===== src/sv/lmrs_pkg.sv =====
// ----------------------------------------------------------------------------
// lmrs_pkg
// Shared types, constants and helpers for the LED matrix row scanner.
// ----------------------------------------------------------------------------
package lmrs_pkg;

    localparam int MATRIX_SIZE = 7;
    localparam int ROW_W       = MATRIX_SIZE;
    localparam int IDX_W       = $clog2(MATRIX_SIZE);
    localparam int PADDR_W     = 2;
    localparam int PDATA_W     = 32;

    typedef logic [ROW_W-1:0]            row_t;
    typedef logic [IDX_W-1:0]            idx_t;
    typedef row_t [MATRIX_SIZE-1:0]      frame_t;
    typedef logic [PADDR_W-1:0]          paddr_t;
    typedef logic [PDATA_W-1:0]          pdata_t;

    localparam idx_t LAST_ROW = idx_t'(MATRIX_SIZE - 1);

    typedef enum logic
    {
        OP_WRITE = 1'b0,
        OP_TICK  = 1'b1
    } op_t;

    typedef enum logic [1:0]
    {
        ROT_0   = 2'd0,
        ROT_90  = 2'd1,
        ROT_180 = 2'd2,
        ROT_270 = 2'd3
    } rot_t;

    localparam paddr_t ADDR_ROTATION = paddr_t'(0);

    function automatic row_t reverse_row(input row_t v);
        row_t r;
        r = '0;
        for (int k = 0; k < MATRIX_SIZE; k++)
        begin
            r[MATRIX_SIZE-1-k] = v[k];
        end
        return r;
    endfunction

    function automatic row_t row_onehot(input idx_t r);
        row_t g;
        g = '0;
        for (int k = 0; k < MATRIX_SIZE; k++)
        begin
            g[k] = (r == idx_t'(k));
        end
        return g;
    endfunction

endpackage


===== src/sv/lmrs_item_if.sv =====
// ----------------------------------------------------------------------------
// lmrs_item_if
// Input channel: frame row writes and scan ticks.
// ----------------------------------------------------------------------------
interface lmrs_item_if;

    logic              valid;
    logic              ready;
    logic              op;
    lmrs_pkg::idx_t    row_index;
    lmrs_pkg::row_t    row_bits;

    modport source
    (
        output valid,
        input  ready,
        output op,
        output row_index,
        output row_bits
    );

    modport sink
    (
        input  valid,
        output ready,
        input  op,
        input  row_index,
        input  row_bits
    );

endinterface


===== src/sv/lmrs_result_if.sv =====
// ----------------------------------------------------------------------------
// lmrs_result_if
// Output channel: row gate and column drives for one scanned row.
// ----------------------------------------------------------------------------
interface lmrs_result_if;

    logic              valid;
    logic              ready;
    lmrs_pkg::row_t    row_gates;
    lmrs_pkg::row_t    column_drives;

    modport source
    (
        output valid,
        input  ready,
        output row_gates,
        output column_drives
    );

    modport sink
    (
        input  valid,
        output ready,
        input  row_gates,
        input  column_drives
    );

endinterface


===== src/sv/lmrs_rotate.sv =====
// ----------------------------------------------------------------------------
// lmrs_rotate
// Picks one row of the rotated frame and maps it onto the column pins.
// ----------------------------------------------------------------------------
module lmrs_rotate
(
    input  lmrs_pkg::frame_t frame,
    input  lmrs_pkg::idx_t   row,
    input  lmrs_pkg::rot_t   rotation,
    output lmrs_pkg::row_t   column_drives
);

    lmrs_pkg::idx_t flip_row;
    lmrs_pkg::row_t rot_row;

    assign flip_row = lmrs_pkg::idx_t'(lmrs_pkg::LAST_ROW - row);

    always_comb
    begin
        rot_row = '0;
        case (rotation)
            lmrs_pkg::ROT_0:
            begin
                for (int k = 0; k < lmrs_pkg::MATRIX_SIZE; k++)
                begin
                    if (row == lmrs_pkg::idx_t'(k))
                    begin
                        rot_row = rot_row | frame[k];
                    end
                end
            end
            lmrs_pkg::ROT_90:
            begin
                // column j takes bit r of the mirrored row
                for (int j = 0; j < lmrs_pkg::MATRIX_SIZE; j++)
                begin
                    rot_row[j] = frame[lmrs_pkg::MATRIX_SIZE-1-j][row];
                end
            end
            lmrs_pkg::ROT_180:
            begin
                for (int k = 0; k < lmrs_pkg::MATRIX_SIZE; k++)
                begin
                    if (flip_row == lmrs_pkg::idx_t'(k))
                    begin
                        rot_row = rot_row | lmrs_pkg::reverse_row(frame[k]);
                    end
                end
            end
            default:
            begin
                for (int x = 0; x < lmrs_pkg::MATRIX_SIZE; x++)
                begin
                    rot_row[x] = frame[x][flip_row];
                end
            end
        endcase
    end

    // column pins take the rotated row in reversed order
    assign column_drives = lmrs_pkg::reverse_row(rot_row);

endmodule


===== src/sv/led_matrix_rotating_row_scanner.sv =====
// ----------------------------------------------------------------------------
// led_matrix_rotating_row_scanner
// Row-multiplexed driver for a 7x7 LED matrix with 0/90/180/270 rotation.
// ----------------------------------------------------------------------------
// Holds a 7x7 frame, cleared at reset, that write transactions (op 0) fill one
// row at a time; a row index of 7 is ignored. Each tick transaction (op 1)
// advances the scan row (0 to 6, wrapping; the first tick after reset shows
// row 0) and returns one result: a one-hot row gate and the seven column
// drives for that row of the rotated frame. Writes return nothing. One
// transaction is accepted per cycle; a tick's result appears in the output
// register on the following cycle, and the block keeps accepting while that
// register is free or is being emptied in the same cycle. The rotation
// register sits at APB address 0 and should be written only while idle.
module led_matrix_rotating_row_scanner
(
    input  logic                    clk,
    input  logic                    rst_n,
    lmrs_item_if.sink               item,
    lmrs_result_if.source           result,
    input  logic                    psel,
    input  logic                    penable,
    input  logic                    pwrite,
    input  lmrs_pkg::paddr_t        paddr,
    input  lmrs_pkg::pdata_t        pwdata,
    output lmrs_pkg::pdata_t        prdata,
    output logic                    pready
);

    lmrs_pkg::frame_t frame_reg;
    lmrs_pkg::idx_t   scan_row_reg;
    lmrs_pkg::idx_t   scan_row_next;
    lmrs_pkg::rot_t   rotation_reg;
    logic             out_valid_reg;
    lmrs_pkg::row_t   gates_reg;
    lmrs_pkg::row_t   drives_reg;
    lmrs_pkg::row_t   drives_next;

    logic item_xact;
    logic tick_xact;
    logic write_xact;
    logic cfg_write;

    assign item.ready = !out_valid_reg || result.ready;
    assign item_xact  = item.valid && item.ready;
    assign tick_xact  = item_xact && (item.op == lmrs_pkg::OP_TICK);
    assign write_xact = item_xact && (item.op == lmrs_pkg::OP_WRITE);

    assign scan_row_next = (scan_row_reg == lmrs_pkg::LAST_ROW) ? '0
                         : lmrs_pkg::idx_t'(scan_row_reg + 1'b1);

    lmrs_rotate u_rotate
    (
        .frame         (frame_reg),
        .row           (scan_row_next),
        .rotation      (rotation_reg),
        .column_drives (drives_next)
    );

    // apb register port
    assign pready    = 1'b1;
    assign cfg_write = psel && penable && pwrite && (paddr == lmrs_pkg::ADDR_ROTATION);
    assign prdata    = (paddr == lmrs_pkg::ADDR_ROTATION)
                     ? lmrs_pkg::pdata_t'(rotation_reg) : '0;

    always_ff @(posedge clk or negedge rst_n)
    begin
        if (!rst_n)
        begin
            rotation_reg <= lmrs_pkg::ROT_0;
        end
        else if (cfg_write)
        begin
            rotation_reg <= lmrs_pkg::rot_t'(pwdata[1:0]);
        end
    end

    always_ff @(posedge clk or negedge rst_n)
    begin
        if (!rst_n)
        begin
            frame_reg    <= '0;
            scan_row_reg <= lmrs_pkg::LAST_ROW;
        end
        else
        begin
            if (write_xact)
            begin
                for (int k = 0; k < lmrs_pkg::MATRIX_SIZE; k++)
                begin
                    if (item.row_index == lmrs_pkg::idx_t'(k))
                    begin
                        frame_reg[k] <= item.row_bits;
                    end
                end
            end
            if (tick_xact)
            begin
                scan_row_reg <= scan_row_next;
            end
        end
    end

    always_ff @(posedge clk or negedge rst_n)
    begin
        if (!rst_n)
        begin
            out_valid_reg <= 1'b0;
        end
        else if (tick_xact)
        begin
            out_valid_reg <= 1'b1;
        end
        else if (result.ready)
        begin
            out_valid_reg <= 1'b0;
        end
    end

    always_ff @(posedge clk)
    begin
        if (tick_xact)
        begin
            gates_reg  <= lmrs_pkg::row_onehot(scan_row_next);
            drives_reg <= drives_next;
        end
    end

    assign result.valid         = out_valid_reg;
    assign result.row_gates     = gates_reg;
    assign result.column_drives = drives_reg;

endmodule

===== src/flat_wrapper.sv =====
// flat-port wrapper written by rule: the top's interface ports become plain ports
module led_matrix_rotating_row_scanner_flat 
  (clk, rst_n, psel, penable, pwrite, paddr, pwdata, prdata, pready, item_valid, item_ready, item_op, item_row_index, item_row_bits, result_valid, result_ready, result_row_gates, result_column_drives);
  lmrs_item_if item_i ();
  lmrs_result_if result_i ();
  input  logic clk;
  input  logic rst_n;
  input  logic psel;
  input  logic penable;
  input  logic pwrite;
  input  lmrs_pkg::paddr_t paddr;
  input  lmrs_pkg::pdata_t pwdata;
  output lmrs_pkg::pdata_t prdata;
  output logic pready;
  input wire logic [$bits(item_i.valid)-1:0] item_valid;
  output wire logic [$bits(item_i.ready)-1:0] item_ready;
  input wire logic [$bits(item_i.op)-1:0] item_op;
  input wire logic [$bits(item_i.row_index)-1:0] item_row_index;
  input wire logic [$bits(item_i.row_bits)-1:0] item_row_bits;
  output wire logic [$bits(result_i.valid)-1:0] result_valid;
  input wire logic [$bits(result_i.ready)-1:0] result_ready;
  output wire logic [$bits(result_i.row_gates)-1:0] result_row_gates;
  output wire logic [$bits(result_i.column_drives)-1:0] result_column_drives;
  assign item_i.valid = item_valid;
  assign item_ready = item_i.ready;
  assign item_i.op = item_op;
  assign item_i.row_index = item_row_index;
  assign item_i.row_bits = item_row_bits;
  assign result_valid = result_i.valid;
  assign result_i.ready = result_ready;
  assign result_row_gates = result_i.row_gates;
  assign result_column_drives = result_i.column_drives;
  led_matrix_rotating_row_scanner u_core (.clk(clk), .rst_n(rst_n), .item(item_i), .result(result_i), .psel(psel), .penable(penable), .pwrite(pwrite), .paddr(paddr), .pwdata(pwdata), .prdata(prdata), .pready(pready));
endmodule

===== config.mk =====
export PLATFORM = sky130hd
export DESIGN_NAME = led_matrix_rotating_row_scanner_flat
export DESIGN_NICKNAME = d
export VERILOG_FILES = /design/src/sv/lmrs_pkg.sv /design/src/sv/lmrs_item_if.sv /design/src/sv/lmrs_result_if.sv /design/src/sv/lmrs_rotate.sv /design/src/sv/led_matrix_rotating_row_scanner.sv /design/src/flat_wrapper.sv
export SDC_FILE = /design/constraint.sdc
export NUM_CORES = 1
export LEC_CHECK = 0
export ABC_CLOCK_PERIOD_IN_PS = 4900
export BUFFER_PORTS_ARGS = -buffer_cell sky130_fd_sc_hd__clkbuf_2
export CORE_MARGIN = 2
export CORE_UTILIZATION = 60
export CTS_CLUSTER_DIAMETER = 40
export DETAILED_ROUTE_END_ITERATION = 10
export MAX_ROUTING_LAYER = met4
export PLACE_DENSITY = 0.87
export SKIP_CTS_REPAIR_TIMING = 1
export SLEW_MARGIN = 40
export SYNTH_ARGS = -nofsm -noshare
export SYNTH_HDL_FRONTEND = slang
export SYNTH_SLANG_ARGS = --single-unit

===== constraint.sdc =====
create_clock -name clk -period 4.9 [get_ports clk]
set_input_delay 0.245 -clock clk [delete_from_list [all_inputs] [get_ports clk]]
set_output_delay 0.245 -clock clk [all_outputs]
set_load 0.01 [all_outputs]

==> impl_summary.txt <==
----------------------------------------------------
[Critical path]
  Kind of critical path ... reg2reg
  Delay contributed by the slowest stage of the critical path ... 0.80 ns
  Setup slack of the most critical reg-to-reg path ... 1.32 ns
  Cell with the biggest individual delay on the critical path ... dfstp_2
  Crit-path cells ... nand2b_1, o21ai_1, inv_1, ha_1, clkinv_1, nor2_1, a221oi_1, o311ai_1
  Crit path capture type ... flip-flop
  Arrival time at the worst endpoint ... 3.71 ns
  Buffering stage count on the worst path with inverters included ... 2
  Top Family by Delay on Critical Path ... flip-flops
  Startpoint type of the worst setup path ... flip-flop
  Critical path required time ... 5.03 ns
  Critical Path Fanout Max ... 18

[Timing]
  Maximum operating frequency ... 279 MHz
  Maximum clock skew at final layout ... 0.00729 ns
  Total Negative Setup Slacks ... 0 ns
  Number of max-slew violations in the final report ... 0
  Rel. slew slack ... 39.7%
  Post-route clock period utilization ... 73.1%
  Slew @ Worst Pin ... 0.904 ns
  Unrepaired setup endpoints after global routing ... no
  Minimum clock period ... 3.58 ns
  Final-report setup violation count ... 0
  Number of endpoints with negative hold slack in the final report ... 0

[Pwr]
  Share of power burned in the clock network ... 13.2%
  Register share of total power ... 32.1%
  Internal Pwr Total ... 1.61 mW
  Static Leak ... 2.12 nW
  Ratio of total power to cell area ... 617 nW/µm²
  Switching Fraction ... 48.2%
  Share of power burned in combinational logic ... 54.7%
  PnR Total Power ... 3.10 mW
  Peak supply drop ... 0.388 mV
  Sw power ... 1.49 mW

[Logic synthesis]
  Total of flip-flops plus latches after synthesis ... 69
  Post-Synthesis Mean Instance Area ... 10.3 µm²
  Fraction of registers with async set or reset after synthesis ... 79.7%
  Sequential-to-total area share from yosys stat ... 37.5%
  Post-Syn Instances ... 465
  Main synth FF type ... dfrtp_1
  Post-synth EDFFs ... 14
  Post-synth design cell area ... 4800 µm²
  Number of distinct library cells after synthesis ... 62
  YS warnings ... 0

[Route]
  Routed wire length ... 14,400 µm
  Iteration count of the initial detailed-routing pass ... 8
  Wirelength per Cell ... 24.2 µm
  Via Count ... 4,133
  Post-route ant nets ... 0
  Drt drc ... 0
  First-iteration detailed-routing DRC count ... 576
  Via density per instance ... 6.95

[Clocking]
  CTS Buf Count ... 9
  Number of H-tree levels ... 3
  Bufs on Longest Clock Path ... 2
  Register clock-pin slew on the reported worst setup and hold paths ... 0.07 ns
  CTS tree ... built
  CTS sink count ... 69
  Clk Latency, worst-skew pair ... 0.36 ns
  Clock tree root driver cell ... clkbuf_8

[Final layout]
  Final Non-Filler Cells ... 595
  Fraction of final layout cells with drive strength greater than 1 ... 27.8%
  Utilization of the core after routing ... 65.1%
  Ant. Diodes ... 0
  Max reg flops ... 49
  Count of filler cells inserted in the layout ... 637
  Final nets ... 542
  Area Overhead vs Synth ... 4.82%

[Outcome]
  Outcome ... finished, final reports clean

[Worst hold path]
  HP Class ... in2async

[Job]
  # Max-Cap Violations ... 0

[Floorplanning]
  Effective utilization at floorplan ... 62.1%
  Area inside the core boundary ... 7730 µm²
  Chip Height ... 93.4 µm
  Number of rows in the core area ... 32
  Die Footprint ... 8730 µm²
  Die extent in x ... 93.4 µm
  Top-level port count ... 101

[Place]
  Placed cells ... 579
  Final GP Congestion ... 1.00
  Sum of net half-perimeters after detailed placement ... 9880 µm
  Port-buffer cells ... 39

[Global routing]
  Via count of the first global-routing pass ... 3,967
  Global router's overall resource usage ... 35.4%
  Number of antenna violations at the first check in global routing ... 0
  Gr ovfl total ... 0
  Global-route wire length before repair ... 22,300 µm
  Pin count of the biggest net entering global routing ... 61

----------------------------------------------------
[cells in the final DEF, fill, tap and decap left out, drive strengths merged, types with 3 or more instances in the layout]
master	netlist	routed
o311ai	8	8
o21ai	25	25
a21oi	15	15
edfxtp	14	14
nand2	34	34
a221oi	12	12
nor2b	5	5
clkbuf	11	53
o211ai	6	6
nor3	8	8
a22oi	4	4
dfrtp	53	53
inv	13	13
and2	5	5
nand2b	9	9
and3	6	6
mux4	4	4
nand3	10	10
mux2	64	64
nand3b	3	3
buf	51	6
a22o	5	5
a211o	6	6
a31oi	3	3
a2111oi	3	3
o22ai	11	11
o31ai	6	6
o221ai	4	4
clkinv	1	3
nor2	11	11
conb	2	31
mux2i	29	29
[routing by layer]
| metal | global-route usage [%] | vias to the layer above | part of all wire (%) |
|---|---|---|---|
| met4 | 20.1 | 0 | 5.3 |
| met3 | 8.30 | 84 | 12 |
| li1 | - | 1741 | - |
| met2 | 50.7 | 333 | 44 |
| met5 | - | - | 0 |
| met1 | 46.2 | 1975 | 39 |
[cell usage after synthesis, types with 5 or more instances]
library cell	n	area [µm²]
and3_1	5	31.3
buf_6	5	56.3
o311ai_0	5	43.8
o31ai_1	6	45.0
o21ai_0	22	110
nor2b_1	5	31.3
nand2b_1	9	56.3
edfxtp_1	14	420
nand2_1	33	124
a21oi_1	15	75.1
buf_2	10	50.1
a211o_1	6	52.6
nor2_1	10	37.5
buf_4	34	255
o211ai_1	6	45.0
o22ai_1	11	68.8
mux2_2	62	698
inv_1	12	45.0
mux2i_1	29	290
and2_1	5	31.3
dfrtp_1	53	1330
a221oi_1	11	96.3
nand3_1	10	50.1
nor3_1	7	35.0
a22o_1	5	43.8
clkbuf_1	11	41.3
[stage by stage]
stage / hold WS (ns) / setup WS [ns] / area (µm²)
after detailed placement: 0.415 / 1.57 / 4870
after global routing: 0.0846 / 1.16 / 5030
final: 0.00910 / 1.32 / 5030
after CTS: 0.0301 / 1.56 / 5030
after global placement: 0.385 / 1.55 / 4850
after floorplan: -0.0506 / 2.38 / 4910
[kinds of logic after synthesis]
group / share of synthesized area (%)
AOI/OAI and AO/OA: 17.1
muxes: 22.9
buffers and inverters: 10.0
DFF: 37.5
xor gates and xnor gates: 0.678
other: 0.157
adders and majority gates: 0.521
and+or+nand+nor: 11.1
[area by class of cell]
class	count	area [µm²]	share of cell area, %
Clock buffer	14	153	3.03
Clock inverter	2	10.0	0.199
Timing Repair Buffer	45	240	4.78
Tap cell	102	128	2.54
Sequential cell	69	1800	35.8
Multi-Input combinational cell	349	2640	52.6
Inverter	14	55.1	1.09
[worst paths after layout]
path,cells after the start,to,startpoint
setup / recovery,8,u_core.result.column_drives[1],u_core.scan_row_reg[1]
hold / removal,2,u_core.frame_reg[12],rst_n
setup reg to reg,8,u_core.result.column_drives[1],u_core.scan_row_reg[1]
hold reg to reg,2,u_core.scan_row_reg[0],u_core.scan_row_reg[0]
max in group asynchronous,2,u_core.scan_row_reg[0],rst_n
min in group clk,2,u_core.rotation_reg[1],pwdata[1]
[power by group through the flow]
stage | sequential, mW | clock, mW | combinational [mW]
5_1_grt | 1.01 | 0.438 | 1.79
2_1_floorplan | 0.876 | 0 | 1.29
3_3_place_gp | 0.983 | 0 | 1.59
3_5_place_dp | 0.987 | 0 | 1.61
6_report | 0.995 | 0.410 | 1.69
4_1_cts | 0.977 | 0.415 | 1.62
No activity file was read; power rests on OpenSTA's default activity.
